==> src/rtl/core/pid_controller_clamped_macros.svh <==
// ----------------------------------------------------------------------------
// pid_controller_clamped_macros.svh
// Assertion macros used by the PID controller sequencer.
// ----------------------------------------------------------------------------
`ifndef PID_CONTROLLER_CLAMPED_MACROS_SVH
`define PID_CONTROLLER_CLAMPED_MACROS_SVH

// Same-cycle implication, sampled on clk, off while rst_n is low
`define PIDC_ASSERT_IMP(label, ante, cons, msg) \
    label: assert property (@(posedge clk) disable iff (!rst_n) (ante) |-> (cons)) \
        else $error(msg);

// Next-cycle implication, sampled on clk, off while rst_n is low
`define PIDC_ASSERT_NXT(label, ante, cons, msg) \
    label: assert property (@(posedge clk) disable iff (!rst_n) (ante) |=> (cons)) \
        else $error(msg);

`endif

==> src/rtl/core/pidc_pkg.sv <==
`timescale 1ns / 1ps
`default_nettype none
// ----------------------------------------------------------------------------
// pidc_pkg
// Shared types and constants of the clamped PID controller.
// ----------------------------------------------------------------------------
package pidc_pkg;

    // Configuration port geometry
    localparam int ADDR_W = 5;
    localparam int DATA_W = 32;
    localparam int IDX_W  = 3;
    localparam int GAIN_W = 16;

    // Register map, word index
    typedef enum logic [IDX_W-1:0] {
        REG_SETPOINT    = 3'd0,
        REG_KP          = 3'd1,
        REG_KI          = 3'd2,
        REG_KD          = 3'd3,
        REG_DRIVE_LIMIT = 3'd4,
        REG_TIME_STEP   = 3'd5
    } pidc_reg_idx_t;

    localparam logic [GAIN_W-1:0] DRIVE_LIMIT_RST = 16'hFFFF;
    localparam logic [GAIN_W-1:0] TIME_STEP_RST   = 16'd1;

    // Integral term is held to +/- 2^62 in a 64-bit word
    localparam int ITERM_W   = 64;
    localparam int KI_CAP_LSB = 62;
    localparam int TOTAL_W   = ITERM_W + 1;

    // Gain and limit registers
    typedef struct packed {
        logic [GAIN_W-1:0] kp;
        logic [GAIN_W-1:0] ki;
        logic [GAIN_W-1:0] kd;
        logic [GAIN_W-1:0] drive_limit;
        logic [GAIN_W-1:0] time_step;
    } pidc_gains_t;

    // Sequencer to datapath commands
    typedef struct packed {
        logic load;
        logic imul;
        logic iadd;
        logic div_step;
        logic ki_init;
        logic ki_step;
        logic terms;
        logic sum;
        logic total;
        logic out_load;
    } pidc_cmd_t;

    // Datapath to sequencer status
    typedef struct packed {
        logic ts_zero;
    } pidc_stat_t;

endpackage

`default_nettype wire

==> src/rtl/core/pidc_regs.sv <==
`timescale 1ns / 1ps
`default_nettype none
// ----------------------------------------------------------------------------
// pidc_regs
// APB register file: setpoint, gains, drive limit and time step.
// ----------------------------------------------------------------------------
module pidc_regs #(
    parameter int SAMPLE_WIDTH = 16
) (
    input  wire logic                           clk,
    input  wire logic                           rst_n,
    input  wire logic                           psel,
    input  wire logic                           penable,
    input  wire logic                           pwrite,
    input  wire logic [pidc_pkg::ADDR_W-1:0]    paddr,
    input  wire logic [pidc_pkg::DATA_W-1:0]    pwdata,
    output logic      [pidc_pkg::DATA_W-1:0]    prdata,
    output logic                                pready,
    output logic      [SAMPLE_WIDTH-1:0]        setpoint,
    output pidc_pkg::pidc_gains_t               gains
);

    logic [SAMPLE_WIDTH-1:0]       setpoint_reg;
    pidc_pkg::pidc_gains_t         gains_reg;
    pidc_pkg::pidc_reg_idx_t       idx;
    logic                          wr_en;

    assign idx    = pidc_pkg::pidc_reg_idx_t'(paddr[pidc_pkg::ADDR_W-1:2]);
    assign wr_en  = psel && penable && pwrite;
    assign pready = 1'b1;

    // Write registers at the access phase
    always_ff @(posedge clk or negedge rst_n)
    begin
        if (!rst_n)
        begin
            setpoint_reg          <= '0;
            gains_reg.kp          <= '0;
            gains_reg.ki          <= '0;
            gains_reg.kd          <= '0;
            gains_reg.drive_limit <= pidc_pkg::DRIVE_LIMIT_RST;
            gains_reg.time_step   <= pidc_pkg::TIME_STEP_RST;
        end
        else if (wr_en)
        begin
            case (idx)
                pidc_pkg::REG_SETPOINT:    setpoint_reg <= pwdata[SAMPLE_WIDTH-1:0];
                pidc_pkg::REG_KP:          gains_reg.kp <= pwdata[pidc_pkg::GAIN_W-1:0];
                pidc_pkg::REG_KI:          gains_reg.ki <= pwdata[pidc_pkg::GAIN_W-1:0];
                pidc_pkg::REG_KD:          gains_reg.kd <= pwdata[pidc_pkg::GAIN_W-1:0];
                pidc_pkg::REG_DRIVE_LIMIT:
                    gains_reg.drive_limit <= pwdata[pidc_pkg::GAIN_W-1:0];
                pidc_pkg::REG_TIME_STEP:
                    gains_reg.time_step <= pwdata[pidc_pkg::GAIN_W-1:0];
                default:
                begin
                end
            endcase
        end
    end

    // Return the addressed register
    always_comb
    begin
        case (idx)
            pidc_pkg::REG_SETPOINT:    prdata = pidc_pkg::DATA_W'(setpoint_reg);
            pidc_pkg::REG_KP:          prdata = pidc_pkg::DATA_W'(gains_reg.kp);
            pidc_pkg::REG_KI:          prdata = pidc_pkg::DATA_W'(gains_reg.ki);
            pidc_pkg::REG_KD:          prdata = pidc_pkg::DATA_W'(gains_reg.kd);
            pidc_pkg::REG_DRIVE_LIMIT: prdata = pidc_pkg::DATA_W'(gains_reg.drive_limit);
            pidc_pkg::REG_TIME_STEP:   prdata = pidc_pkg::DATA_W'(gains_reg.time_step);
            default:                   prdata = '0;
        endcase
    end

    assign setpoint = setpoint_reg;
    assign gains    = gains_reg;

endmodule

`default_nettype wire

==> src/rtl/core/pidc_dpath.sv <==
`timescale 1ns / 1ps
`default_nettype none
// ----------------------------------------------------------------------------
// pidc_dpath
// PID datapath: error, saturating integral, serial divider, serial ki
// multiply, term sum, clamp and output register.
// ----------------------------------------------------------------------------
module pidc_dpath #(
    parameter int SAMPLE_WIDTH = 16,
    parameter int ACCUM_WIDTH  = 48
) (
    input  wire logic                         clk,
    input  wire logic                         rst_n,
    input  wire pidc_pkg::pidc_cmd_t          cmd,
    output pidc_pkg::pidc_stat_t              stat,
    input  wire logic [SAMPLE_WIDTH-1:0]      setpoint,
    input  wire pidc_pkg::pidc_gains_t        gains,
    input  wire logic [SAMPLE_WIDTH-1:0]      measurement,
    output logic      [pidc_pkg::GAIN_W-1:0]  drive,
    output logic      [SAMPLE_WIDTH:0]        error_now
);

    localparam int EW    = SAMPLE_WIDTH + 1;              // error
    localparam int DFW   = SAMPLE_WIDTH + 2;              // error difference
    localparam int QW    = SAMPLE_WIDTH + 1;              // quotient magnitude
    localparam int AW    = ACCUM_WIDTH;
    localparam int PW    = SAMPLE_WIDTH + 17;             // error times 16-bit value
    localparam int SUMW  = ((AW > PW) ? AW : PW) + 1;
    localparam int KC    = (AW + 15) / 16;
    localparam int MAGW  = KC * 16;
    localparam int PRODW = MAGW + 16;
    localparam int PEXT  = (PRODW > pidc_pkg::ITERM_W) ? PRODW : pidc_pkg::ITERM_W;
    localparam int DTW   = SAMPLE_WIDTH + 18;
    localparam int PDW   = SAMPLE_WIDTH + 19;
    localparam int TW    = pidc_pkg::TOTAL_W;
    localparam int GW    = pidc_pkg::GAIN_W;

    localparam logic signed [SUMW-1:0] A_HI = {{(SUMW-AW+1){1'b0}}, {(AW-1){1'b1}}};
    localparam logic signed [SUMW-1:0] A_LO = {{(SUMW-AW+1){1'b1}}, {(AW-1){1'b0}}};
    localparam logic [PEXT-1:0] KI_CAP =
        {{(PEXT-pidc_pkg::KI_CAP_LSB-1){1'b0}}, 1'b1, {pidc_pkg::KI_CAP_LSB{1'b0}}};

    // State and working registers
    logic signed [EW-1:0]     prev_reg;
    logic signed [AW-1:0]     integ_reg;
    logic signed [EW-1:0]     err_reg;
    logic signed [PW-1:0]     addend_reg;
    logic        [QW-1:0]     quo_reg;
    logic        [GW-1:0]     rem_reg;
    logic                     dneg_reg;
    logic        [MAGW-1:0]   kmag_reg;
    logic                     kneg_reg;
    logic        [PRODW-1:0]  prod_reg;
    logic signed [PW-1:0]     pterm_reg;
    logic signed [DTW-1:0]    dterm_reg;
    logic signed [pidc_pkg::ITERM_W-1:0] iterm_reg;
    logic signed [PDW-1:0]    pd_reg;
    logic signed [TW-1:0]     total_reg;
    logic        [GW-1:0]     drive_reg;
    logic signed [EW-1:0]     error_out_reg;

    // Combinational helpers
    logic signed [EW-1:0]     sp_ext;
    logic signed [EW-1:0]     meas_ext;
    logic signed [EW-1:0]     err_calc;
    logic signed [DFW-1:0]    diff_calc;
    logic signed [DFW-1:0]    diff_mag;
    logic signed [PW-1:0]     addend_calc;
    logic signed [SUMW-1:0]   sum_calc;
    logic signed [AW-1:0]     integ_sat;
    logic        [GW:0]       rem_shift;
    logic        [GW:0]       rem_sub;
    logic                     rem_ge;
    logic        [AW-1:0]     imag;
    logic        [31:0]       part_calc;
    logic        [PEXT-1:0]   prod_ext;
    logic        [PEXT-1:0]   prod_cap;
    logic signed [pidc_pkg::ITERM_W-1:0] cap_low;
    logic signed [pidc_pkg::ITERM_W-1:0] iterm_calc;
    logic signed [DFW-1:0]    deriv;
    logic signed [PW-1:0]     pterm_calc;
    logic signed [DTW-1:0]    dterm_calc;
    logic        [GW-1:0]     drive_calc;

    assign stat.ts_zero = (gains.time_step == '0);

    // Error and difference against the previous error
    assign sp_ext    = EW'($signed(setpoint));
    assign meas_ext  = EW'($signed(measurement));
    assign err_calc  = sp_ext - meas_ext;
    assign diff_calc = DFW'(err_calc) - DFW'(prev_reg);
    assign diff_mag  = diff_calc[DFW-1] ? -diff_calc : diff_calc;

    // Integral addend and saturating update
    assign addend_calc = $signed(err_reg) * $signed({1'b0, gains.time_step});
    assign sum_calc    = SUMW'(integ_reg) + SUMW'(addend_reg);

    always_comb
    begin
        if (sum_calc > A_HI)
        begin
            integ_sat = A_HI[AW-1:0];
        end
        else if (sum_calc < A_LO)
        begin
            integ_sat = A_LO[AW-1:0];
        end
        else
        begin
            integ_sat = sum_calc[AW-1:0];
        end
    end

    // Restoring divide step, one quotient bit per cycle
    assign rem_shift = {rem_reg, quo_reg[QW-1]};
    assign rem_sub   = rem_shift - {1'b0, gains.time_step};
    assign rem_ge    = (rem_shift >= {1'b0, gains.time_step});

    // ki times integral magnitude, one 16-bit chunk per cycle from the top
    assign imag      = integ_reg[AW-1] ? AW'(-integ_reg) : AW'(integ_reg);
    assign part_calc = kmag_reg[MAGW-1 -: 16] * gains.ki;

    // Cap the integral term and restore its sign
    assign prod_ext   = PEXT'(prod_reg);
    assign prod_cap   = (prod_ext > KI_CAP) ? KI_CAP : prod_ext;
    assign cap_low    = $signed(prod_cap[pidc_pkg::ITERM_W-1:0]);
    assign iterm_calc = kneg_reg ? -cap_low : cap_low;

    // Proportional and derivative terms
    always_comb
    begin
        if (stat.ts_zero)
        begin
            deriv = '0;
        end
        else if (dneg_reg)
        begin
            deriv = -$signed(DFW'(quo_reg));
        end
        else
        begin
            deriv = $signed(DFW'(quo_reg));
        end
    end

    assign pterm_calc = $signed(err_reg) * $signed({1'b0, gains.kp});
    assign dterm_calc = $signed(deriv) * $signed({1'b0, gains.kd});

    // Clamp the total to 0..drive_limit
    always_comb
    begin
        if (total_reg[TW-1])
        begin
            drive_calc = '0;
        end
        else if (total_reg > TW'(gains.drive_limit))
        begin
            drive_calc = gains.drive_limit;
        end
        else
        begin
            drive_calc = total_reg[GW-1:0];
        end
    end

    // Hold controller state across samples
    always_ff @(posedge clk or negedge rst_n)
    begin
        if (!rst_n)
        begin
            prev_reg  <= '0;
            integ_reg <= '0;
        end
        else
        begin
            if (cmd.load)
            begin
                prev_reg <= err_calc;
            end
            if (cmd.iadd)
            begin
                integ_reg <= integ_sat;
            end
        end
    end

    // Advance the working registers
    always_ff @(posedge clk)
    begin
        if (cmd.load)
        begin
            err_reg  <= err_calc;
            quo_reg  <= diff_mag[QW-1:0];
            rem_reg  <= '0;
            dneg_reg <= diff_calc[DFW-1];
        end
        if (cmd.imul)
        begin
            addend_reg <= addend_calc;
        end
        if (cmd.div_step)
        begin
            rem_reg <= rem_ge ? rem_sub[GW-1:0] : rem_shift[GW-1:0];
            quo_reg <= {quo_reg[QW-2:0], rem_ge};
        end
        if (cmd.ki_init)
        begin
            kmag_reg <= MAGW'(imag);
            kneg_reg <= integ_reg[AW-1];
            prod_reg <= '0;
        end
        if (cmd.ki_step)
        begin
            kmag_reg <= {kmag_reg[MAGW-17:0], 16'b0};
            prod_reg <= {prod_reg[PRODW-17:0], 16'b0} + PRODW'(part_calc);
        end
        if (cmd.terms)
        begin
            pterm_reg <= pterm_calc;
            dterm_reg <= dterm_calc;
            iterm_reg <= iterm_calc;
        end
        if (cmd.sum)
        begin
            pd_reg <= PDW'(pterm_reg) + PDW'(dterm_reg);
        end
        if (cmd.total)
        begin
            total_reg <= TW'(pd_reg) + TW'(iterm_reg);
        end
        if (cmd.out_load)
        begin
            drive_reg     <= drive_calc;
            error_out_reg <= err_reg;
        end
    end

    assign drive     = drive_reg;
    assign error_now = error_out_reg;

endmodule

`default_nettype wire

==> src/rtl/core/pidc_ctrl.sv <==
`timescale 1ns / 1ps
`default_nettype none
// ----------------------------------------------------------------------------
// pidc_ctrl
// Sequencer of the PID step and owner of the stream handshakes.
// ----------------------------------------------------------------------------
`include "pid_controller_clamped_macros.svh"

module pidc_ctrl #(
    parameter int DIV_STEPS = 17,
    parameter int KI_STEPS  = 3
) (
    input  wire logic                 clk,
    input  wire logic                 rst_n,
    input  wire logic                 s_tvalid,
    output logic                      s_tready,
    output logic                      m_tvalid,
    input  wire logic                 m_tready,
    output pidc_pkg::pidc_cmd_t       cmd,
    input  wire pidc_pkg::pidc_stat_t stat
);

    localparam int CNT_W = $clog2(DIV_STEPS + 1);

    typedef enum logic [9:0] {
        ST_IDLE  = 10'b00_0000_0001,
        ST_IMUL  = 10'b00_0000_0010,
        ST_IADD  = 10'b00_0000_0100,
        ST_DIV   = 10'b00_0000_1000,
        ST_KINIT = 10'b00_0001_0000,
        ST_KMUL  = 10'b00_0010_0000,
        ST_TERMS = 10'b00_0100_0000,
        ST_SUM   = 10'b00_1000_0000,
        ST_TOTAL = 10'b01_0000_0000,
        ST_DONE  = 10'b10_0000_0000
    } pidc_state_t;

    pidc_state_t        state_reg;
    pidc_state_t        state_next;
    logic [CNT_W-1:0]   cnt_reg;
    logic [CNT_W-1:0]   cnt_next;
    logic               out_valid_reg;
    logic               out_valid_next;

    // Step through one sample and hand the result to the output register
    always_comb
    begin
        state_next     = state_reg;
        cnt_next       = cnt_reg;
        cmd            = '0;
        out_valid_next = out_valid_reg && !m_tready;
        case (state_reg)
            ST_IDLE:
            begin
                if (s_tvalid)
                begin
                    cmd.load   = 1'b1;
                    state_next = ST_IMUL;
                end
            end
            ST_IMUL:
            begin
                cmd.imul   = 1'b1;
                state_next = ST_IADD;
            end
            ST_IADD:
            begin
                cmd.iadd   = 1'b1;
                cnt_next   = '0;
                state_next = stat.ts_zero ? ST_KINIT : ST_DIV;
            end
            ST_DIV:
            begin
                cmd.div_step = 1'b1;
                if (cnt_reg == CNT_W'(DIV_STEPS - 1))
                begin
                    state_next = ST_KINIT;
                end
                else
                begin
                    cnt_next = cnt_reg + 1'b1;
                end
            end
            ST_KINIT:
            begin
                cmd.ki_init = 1'b1;
                cnt_next    = '0;
                state_next  = ST_KMUL;
            end
            ST_KMUL:
            begin
                cmd.ki_step = 1'b1;
                if (cnt_reg == CNT_W'(KI_STEPS - 1))
                begin
                    state_next = ST_TERMS;
                end
                else
                begin
                    cnt_next = cnt_reg + 1'b1;
                end
            end
            ST_TERMS:
            begin
                cmd.terms  = 1'b1;
                state_next = ST_SUM;
            end
            ST_SUM:
            begin
                cmd.sum    = 1'b1;
                state_next = ST_TOTAL;
            end
            ST_TOTAL:
            begin
                cmd.total  = 1'b1;
                state_next = ST_DONE;
            end
            ST_DONE:
            begin
                if (!out_valid_reg || m_tready)
                begin
                    cmd.out_load   = 1'b1;
                    out_valid_next = 1'b1;
                    state_next     = ST_IDLE;
                end
            end
            default:
            begin
                state_next = ST_IDLE;
            end
        endcase
    end

    always_ff @(posedge clk or negedge rst_n)
    begin
        if (!rst_n)
        begin
            state_reg     <= ST_IDLE;
            cnt_reg       <= '0;
            out_valid_reg <= 1'b0;
        end
        else
        begin
            state_reg     <= state_next;
            cnt_reg       <= cnt_next;
            out_valid_reg <= out_valid_next;
        end
    end

    assign s_tready = (state_reg == ST_IDLE);
    assign m_tvalid = out_valid_reg;

    // Checks on the sequencer
    `PIDC_ASSERT_IMP(a_out_load_free, cmd.out_load, !out_valid_reg || m_tready, "output overwritten")
    `PIDC_ASSERT_NXT(a_one_request, s_tvalid && s_tready, !s_tready, "second request taken mid-step")
    `PIDC_ASSERT_IMP(a_div_count, state_reg == ST_DIV, cnt_reg < CNT_W'(DIV_STEPS), "divide overrun")
    `PIDC_ASSERT_NXT(a_div_skip, (state_reg == ST_IADD) && stat.ts_zero, state_reg == ST_KINIT, "divide not skipped")

endmodule

`default_nettype wire

==> src/rtl/core/pid_controller_clamped.sv <==
`timescale 1ns / 1ps
`default_nettype none
// ----------------------------------------------------------------------------
// pid_controller_clamped
// Clamped integer PID controller, one drive value per measurement request.
// ----------------------------------------------------------------------------
// Usage:
//   Program setpoint, kp, ki, kd, drive_limit and time_step over APB (word
//   index i at byte address 4*i) while no sample is in flight. Each request
//   on the s_ channel carries one measurement; the m_ channel returns one
//   request with the clamped drive and error_now = setpoint - measurement.
//   The time from accept to m_tvalid is set by the bit-serial derivative
//   divider and the 16-bit chunked ki multiply; with a zero time_step the
//   divider is bypassed. One sample is worked at a time; a new request is
//   taken only once the previous result has entered the output register.
//   Reset clears the integral and the previous error and loads register
//   defaults (drive_limit 65535, time_step 1, others 0).
//   If the receiver stalls, the result holds in the output register and the
//   next sample is still accepted and worked; it waits at completion until
//   the output register is taken.
// ----------------------------------------------------------------------------
module pid_controller_clamped #(
    parameter int SAMPLE_WIDTH = 16,
    parameter int ACCUM_WIDTH  = 48
) (
    input  wire logic                          clk,
    input  wire logic                          rst_n,
    // APB configuration
    input  wire logic                          psel,
    input  wire logic                          penable,
    input  wire logic                          pwrite,
    input  wire logic [pidc_pkg::ADDR_W-1:0]   paddr,
    input  wire logic [pidc_pkg::DATA_W-1:0]   pwdata,
    output logic      [pidc_pkg::DATA_W-1:0]   prdata,
    output logic                               pready,
    // Measurement stream
    input  wire logic                          s_tvalid,
    output logic                               s_tready,
    input  wire logic [((SAMPLE_WIDTH+7)/8)*8-1:0] s_tdata,  // measurement
    // Drive stream
    output logic                               m_tvalid,
    input  wire logic                          m_tready,
    output logic [((SAMPLE_WIDTH+24)/8)*8-1:0] m_tdata       // drive, error_now
);

    localparam int OUT_TW = ((SAMPLE_WIDTH + 24) / 8) * 8;

    logic [SAMPLE_WIDTH-1:0]        setpoint;
    pidc_pkg::pidc_gains_t          gains;
    pidc_pkg::pidc_cmd_t            cmd;
    pidc_pkg::pidc_stat_t           stat;
    logic [pidc_pkg::GAIN_W-1:0]    drive;
    logic [SAMPLE_WIDTH:0]          error_now;

    // Configuration registers
    pidc_regs #(
        .SAMPLE_WIDTH (SAMPLE_WIDTH)
    ) u_regs (
        .clk      (clk),
        .rst_n    (rst_n),
        .psel     (psel),
        .penable  (penable),
        .pwrite   (pwrite),
        .paddr    (paddr),
        .pwdata   (pwdata),
        .prdata   (prdata),
        .pready   (pready),
        .setpoint (setpoint),
        .gains    (gains)
    );

    // Sequencer
    pidc_ctrl #(
        .DIV_STEPS (SAMPLE_WIDTH + 1),
        .KI_STEPS  ((ACCUM_WIDTH + 15) / 16)
    ) u_ctrl (
        .clk      (clk),
        .rst_n    (rst_n),
        .s_tvalid (s_tvalid),
        .s_tready (s_tready),
        .m_tvalid (m_tvalid),
        .m_tready (m_tready),
        .cmd      (cmd),
        .stat     (stat)
    );

    // Arithmetic
    pidc_dpath #(
        .SAMPLE_WIDTH (SAMPLE_WIDTH),
        .ACCUM_WIDTH  (ACCUM_WIDTH)
    ) u_dpath (
        .clk         (clk),
        .rst_n       (rst_n),
        .cmd         (cmd),
        .stat        (stat),
        .setpoint    (setpoint),
        .gains       (gains),
        .measurement (s_tdata[SAMPLE_WIDTH-1:0]),
        .drive       (drive),
        .error_now   (error_now)
    );

    // Pack result fields from bit 0 up
    assign m_tdata = OUT_TW'({error_now, drive});

endmodule

`default_nettype wire

==> config.mk <==
export PLATFORM = sky130hd
export DESIGN_NAME = pid_controller_clamped
export DESIGN_NICKNAME = d
export VERILOG_FILES = /design/src/rtl/core/pidc_pkg.sv /design/src/rtl/core/pidc_regs.sv /design/src/rtl/core/pidc_dpath.sv /design/src/rtl/core/pidc_ctrl.sv /design/src/rtl/core/pid_controller_clamped.sv
export VERILOG_INCLUDE_DIRS = /design/src /design/src/rtl/core
export SDC_FILE = /design/constraint.sdc
export NUM_CORES = 2
export LEC_CHECK = 0
export ABC_AREA = 1
export BUFFER_PORTS_ARGS = -buffer_cell sky130_fd_sc_hd__buf_4
export CAP_MARGIN = 20
export CORE_ASPECT_RATIO = 0.7
export CORE_MARGIN = 2
export CORE_UTILIZATION = 50
export DETAILED_ROUTE_END_ITERATION = 8
export PLACE_DENSITY = 0.66
export RECOVER_POWER = 50
export SYNTH_ARGS = -nofsm -noshare
export SYNTH_HDL_FRONTEND = slang
export SYNTH_SLANG_ARGS = --single-unit
==> constraint.sdc <==
create_clock -name clk -period 10.6 [get_ports clk]
set_clock_uncertainty 0.1 [all_clocks]
set_input_delay 0 -clock clk [delete_from_list [all_inputs] [get_ports clk]]
set_output_delay 0 -clock clk [all_outputs]
set_load 0.05 [all_outputs]
==> After elaboration in Yosys (flattened, before gate mapping) <==
Cells that the tools add are included.
{ "classes": {"eq_ne": 23, "magnitude_cmp": 5, "mul": 4, "add_sub_neg": 12, "muxes": 42, "reduce_logical": 20} }
{ "op_table": {"columns": ["op", "count"], "rows": [
  ["2-to-1 mux 64 bit", 4],
  ["2-to-1 mux 48 bit", 5],
  ["one-hot mux 10 bit (10 select lines)", 1],
  ["one-hot mux 16 bit (6 select lines)", 1],
  ["multiplier 17 x 17 -> 33 bit", 2],
  ["adder 35 x 64 -> 65 bit", 1],
  ["> comparator 65 x 16 -> 1 bit", 1],
  ["adder 64 x 32 -> 64 bit", 1],
  ["> comparator 64 x 63 -> 1 bit, second input constant", 1],
  ["2-to-1 mux 16 bit", 4],
  ["negator 64 bit", 1],
  ["2-to-1 mux 17 bit", 3],
  ["adder 48 x 33 -> 49 bit", 1],
  ["> comparator 49 x 48 -> 1 bit, second input constant", 1],
  ["less-than comparator 49 x 48 -> 1 bit, second input constant", 1],
  ["negator 48 bit", 1],
  ["2-to-1 mux 10 bit", 4],
  ["2-to-1 mux 18 bit", 2],
  ["adder 33 x 34 -> 35 bit", 1],
  ["multiplier 18 x 17 -> 34 bit", 1],
  ["multiplier 16 x 16 -> 32 bit", 1],
  ["negator 17 -> 18 bit", 1],
  ["subtractor 17 x 17 -> 18 bit", 1],
  [">= comparator 17 x 16 -> 1 bit", 1],
  ["other kinds (35)", 65]
]} }
{ "totals": {"inputBits": 60, "regBits": 638, "wordCells": 133} }

==> Logic depth before layout (Yosys ltp) <==
{ "logic_depth": {"ltp_word": 6, "mapped_depth": 33, "mapped_depth_nobuf": 33} }

==> Hierarchy <==
From an unflattened synthesis, not the netlist that was laid out.
{ "hier_totals": {"hier_cells": 10616, "hier_area_um2": 83785.4} }
{ "by_module_without_submodules": {"columns": ["mod", "area_per_inst_um2", "cells_each", "n_inst"], "rows": [
  ["pidc_dpath", 77425.5, 9812, 1],
  ["pidc_regs", 5084.9, 621, 1],
  ["pidc_ctrl", 1218.7, 175, 1],
  ["pid_controller_clamped", 56.3, 8, 1]
]} }

==> Worst setup path before layout <==
Ideal clock, no wire load.
{ "synth_path": {"path_kind": "register to register", "startpoint": "register u_ctrl.state_reg[2]", "endpoint": "register u_ctrl.state_reg[6]", "path_stages_with_launch": 10, "path_slack_ps": 2480, "t_arrival_ps": 7948, "setup_time_ps": 72, "path_cell_list": "dfrtp_1 > inv_1 > nand2_1 > nor2_1 > inv_1 > nor4_1 > nor4_1 > nor2_1 > inv_1 > nor2_1"} }
{ "synth_via": {"elab_chain_len": 3} }
{ "synth_lines": {"columns": ["element", "line", "rtl"], "rows": [
  ["from (decl)", "pidc_ctrl.sv:38", "pidc_state_t state_reg;"],
  ["from (signal assigned)", "pidc_ctrl.sv:143", "state_reg <= state_next;"],
  ["== test 10 bit, or another cell as far along", "pidc_ctrl.sv:52", "case (state_reg)"],
  ["inequality test 2 x 1 -> 1 bit (no line) or inequality test 2 bit (tied branches)", null, null],
  ["AND reduction 4 bit (no line)", null, null]
]} }
Parallel ways exist; a longest one is shown, timed or not.
A chain may end at the register's enable or synchronous reset.

==> Worst setup path in the final report <==
{ "layout_path": {"startpoint": "register u_regs.gains_reg (netlist bit u_regs.gains[2])", "endpoint": "register u_dpath.dterm_reg[29], data pin"} }
{ "layout_via": {"elab_chain_len": 3} }
{ "layout_lines": {"columns": ["element", "line", "rtl"], "rows": [
  ["from (decl)", "pidc_regs.sv:24", "pidc_pkg::pidc_gains_t gains_reg;"],
  ["logical NOT 16 bit", "pidc_dpath.sv:85", "assign stat.ts_zero = (gains.time_step == '0);"],
  ["2-to-1 mux 18 bit", "pidc_dpath.sv:132", "if (stat.ts_zero)"],
  ["multiplier 18 x 17 -> 34 bit", "pidc_dpath.sv:147", "assign dterm_calc = $signed(deriv) * $signed({1'b0, gains.kd});"],
  ["named net u_dpath.dterm_calc[29]", "pidc_dpath.sv:82", "logic signed [DTW-1:0] dterm_calc;"],
  ["to (signal assigned)", "pidc_dpath.sv:220", "dterm_reg <= dterm_calc;"],
  ["to (decl)", "pidc_dpath.sv:55", "logic signed [DTW-1:0] dterm_reg;"]
]} }
The timed path passes the listed nets, and every way through them passes these cells.

==> impl_results.md <==
- Total instance count after detailed placement: 12400
- Worst EP required: 10970 ps
- Final layout net count: 12100
- Final-layout fill cell count: 15600
- Register-to-Register Path Depth: 26
- Classification of the worst setup path: reg2reg
- I/O pin count: 135
- Unrepaired setup endpoints after global routing: no
- Depth of the CTS H-tree: 3
- Site row count: 124
- Fmax achieved: 111 MHz
- Violations in the final reports: max-capacitance violations, max-slew violations
- Setup total negative slack: 0 ps
- Number of warnings reported in the yosys synthesis log: 0
- DRC: 0
- Diode insertion count for antenna repair: 0
- Flops & latches, synth: 638
- Compound-Gate Fraction of Synth Area: 9.29%
- Horizontal die dimension: 490 um
- TritonCTS Buffers: 74
- Largest register FFs: 80
- Pin count of the biggest net entering global routing: 72
- CTS max path bufs: 3
- Crit path arrival time: 9370 ps
- Worst-case register-to-register setup slack: 1590 ps
- Vertical die dimension: 344 um
- Synthesized-area fraction occupied by xor and xnor cells: 3.42%
- Clock latency of the later-clocked register in the worst-skew pair: 740 ps
- Vias after detailed routing: 69700
- CP startpoint kind: register
- Worst reg2reg path startpoint: u_regs.gains[2]
- Instance count of the mapped netlist: 10400
- Distinct cells, synth: 68
- Total GRT Usage: 33.4%
- Detailed-placement wirelength estimate: 225000 um
- Min-delay worst type: in2reg
- Largest family of logic cells by synthesized area: adder cells
- Via-per-instance ratio: 5.53
- Fraction of the mapped netlist area in adder cells: 34.5%
- Mux contribution to synthesized area: 0.0121%
- Number of clock sinks: 638
- Crit. End Element: register
- Period Utilization, post-route: 85.0%
- P&R area growth vs syn: 6.70%
- Ratio of cells with drive above 1 in the final layout: 3.30%
- Total gr overflow: 0
- # Post-CTS Setup Buffers: 0
- Final count of negative-setup-slack endpoints: 0
- Core box area: 164000 um^2
- Proportion of synthesized chip area in sequential cells: 22.0%
- Commonest register cell after synthesis: sky130_fd_sc_hd__edfxtp_1
- Fraction of registers with async set or reset after synthesis: 27.7%
- Average cell area after synthesis: 7.97 um^2
- Die area: 169000 um^2
- Final Hold Vio Count: 0
- Clock slew seen by the registers of the worst setup and hold paths: 60 ps
- Antenna Violating Nets Remaining: 0
- Number of flops mapped to enable cells by yosys: 445
- Post-CTS resize count: 0
- Result of the run: finished, violations left
- Quantity of I/O buffers inserted on ports: 92
- Initial antenna violation count: 2
- Min-delay src: s_tvalid
- Max_slew headroom: -165%
- First-pass DRT Iterations: 8
- Number of maximum-capacitance constraint violations: 31
- Final estimated routing congestion in global placement: 1.02
- Number of global-route vias before repair: 69300
- Minimum period implied by the final worst setup slack: 9010 ps
- Post-layout instance count excluding filler cells: 12600
- Starting DRC count in detailed routing: 7323
- DP Worst Slack: 1800 ps
- Number of instances on the worst hold path: 4
- Transition time at the pin with the least slew margin: 3980 ps
- Initial Utilization: 50.5%
- Wire length of the first global-routing pass: 422000 um
- Synthesized-area fraction occupied by and/or/nand/nor cells: 18.6%
- Root buffer selected by CTS: sky130_fd_sc_hd__clkbuf_16
- Maximum net fanout on the critical path: 18
- CTS tree: yes
- Capture instance of the worst register-to-register path: u_dpath.dterm_reg[29]
- Worst hold slack: 57.5 ps
- Number of slew-limit violations in the final report: 1180
- Routed wire per std cell: 21.9 um
- Routed WL: 277000 um
- Hold worst-path end: u_ctrl.state_reg[1]
- Post-synthesis instance area: 82600 um^2
- Worst path setup slack after routing: 1590 ps
- Launching element of the worst setup path: u_regs.gains[2]
metrics by stage:
step / util [%] / area [um^2]
4_1_cts: 54.0 / 88400
5_1_grt: 53.8 / 88100
3_5_place_dp: 52.1 / 85200
2_1_floorplan: - / 82700
6_report: 53.8 / 88100
3_3_place_gp: 52.1 / 85200
area by class of cell:
class	instances	area [um^2]	share of cell area (%)
timing repair buffer	248	1770	2.00
tap	2205	2760	3.13
clock inverter	50	544	0.618
sequential	638	18100	20.6
multi-input combinational	7124	54400	61.8
clock buffer	87	2000	2.27
inverter	2263	8500	9.64
worst max path at each step:
stage	to	slack [ps]	depth (start not counted)
final	u_dpath.dterm_reg[29]	1590	26
after global routing	u_dpath.dterm_reg[29]	1220	26
after CTS	u_dpath.dterm_reg[29]	1780	26
after detailed placement	u_dpath.dterm_reg[29]	1800	26
after global placement	u_dpath.dterm_reg[29]	1930	28
after floorplan	u_ctrl.state_reg[6]	2480	9
timing repair:
| action | 4_1_cts | 5_1_grt |
|---|---|---|
| endpoints found under the setup margin | 0 | 0 |
| hold buffers | 65 | 0 |
| endpoints found under the hold margin | 252 | 0 |
synth_stat cells (116+ instances only):
master                        n  area share, %
sky130_fd_sc_hd__xor2_1     207            2.2
sky130_fd_sc_hd__ha_1       592            9.0
sky130_fd_sc_hd__clkbuf_1   240            1.1
sky130_fd_sc_hd__fa_1      1052             25
sky130_fd_sc_hd__dfrtp_1    159            4.8
sky130_fd_sc_hd__edfxtp_1   445             16
sky130_fd_sc_hd__xnor2_1    116            1.2
sky130_fd_sc_hd__nand3_1    252            1.5
sky130_fd_sc_hd__nand2_1   2434             11
sky130_fd_sc_hd__nor2_1     772            3.5
sky130_fd_sc_hd__inv_1     2239             10
sky130_fd_sc_hd__o21ai_0    499            3.0
sky130_fd_sc_hd__a21oi_1    500            3.0
placed cells by master (no fill, tap or decap), types with 64 or more instances in the layout:
| master | netlist | final |
|---|---|---|
| sky130_fd_sc_hd__edfxtp_1 | 445 | 445 |
| sky130_fd_sc_hd__nand2_1 | 2434 | 2432 |
| sky130_fd_sc_hd__nand3_1 | 252 | 252 |
| sky130_fd_sc_hd__xor2_1 | 207 | 207 |
| sky130_fd_sc_hd__clkbuf_1 | 240 | 81 |
| sky130_fd_sc_hd__nand4_1 | 85 | 85 |
| sky130_fd_sc_hd__inv_1 | 2239 | 2237 |
| sky130_fd_sc_hd__fa_1 | 1052 | 1052 |
| sky130_fd_sc_hd__o21ai_0 | 499 | 502 |
| sky130_fd_sc_hd__a21oi_1 | 500 | 500 |
| sky130_fd_sc_hd__nor3_1 | 98 | 95 |
| sky130_fd_sc_hd__xnor2_1 | 116 | 116 |
| sky130_fd_sc_hd__nor2_1 | 772 | 772 |
| sky130_fd_sc_hd__buf_4 | 29 | 106 |
| sky130_fd_sc_hd__dlygate4sd3_1 | 0 | 64 |
| sky130_fd_sc_hd__ha_1 | 592 | 592 |
| sky130_fd_sc_hd__clkbuf_16 | 0 | 77 |
| sky130_fd_sc_hd__dfrtp_1 | 159 | 159 |
cells by family (layout without fill, tap and decap cells):
kind of cell               Yosys count  in the layout
DFF                                638            638
AOI/OAI and AO/OA                 1348           1348
other                                2             24
muxes                                1              1
and+or+nand+nor                   3784           3784
xor gates and xnor gates           323            323
buffers and inverters             2626           2648
adders and majority gates         1644           1644
critical path: stages, from the launching register on:
cell and delay, ps:
sky130_fd_sc_hd__dfrtp_1 700, sky130_fd_sc_hd__inv_1 440, sky130_fd_sc_hd__nand4_1 150, sky130_fd_sc_hd__nor4_2 620, sky130_fd_sc_hd__inv_2 330, sky130_fd_sc_hd__nand3_1 420, sky130_fd_sc_hd__clkinv_1 500, sky130_fd_sc_hd__nand2_1 210
sky130_fd_sc_hd__fa_1 430, sky130_fd_sc_hd__inv_1 90, sky130_fd_sc_hd__fa_1 460, sky130_fd_sc_hd__fa_1 470, sky130_fd_sc_hd__fa_1 520, sky130_fd_sc_hd__fa_1 550, sky130_fd_sc_hd__inv_1 60, sky130_fd_sc_hd__fa_1 560
sky130_fd_sc_hd__inv_1 50, sky130_fd_sc_hd__ha_1 380, sky130_fd_sc_hd__nand2_1 150, sky130_fd_sc_hd__nor2_1 160, sky130_fd_sc_hd__nand2_1 70, sky130_fd_sc_hd__o21ai_0 510, sky130_fd_sc_hd__a21oi_1 190, sky130_fd_sc_hd__o21ai_0 340
sky130_fd_sc_hd__nand2_1 130, sky130_fd_sc_hd__nand3_1 90, sky130_fd_sc_hd__nand2_1 60
routing by layer:
metal  GRT usage [%]  vias up  wire [um]
met5               0        -          0
met4            8.42        0       7890
met3            8.26      358      29800
met2            46.7     2874     110000
met1            51.3    34500     129000
li1                -    32000          -
Power is left out: the tool's default activity adds up to more than one toggle a clock period on the data nets, which glitch-free logic cannot reach.
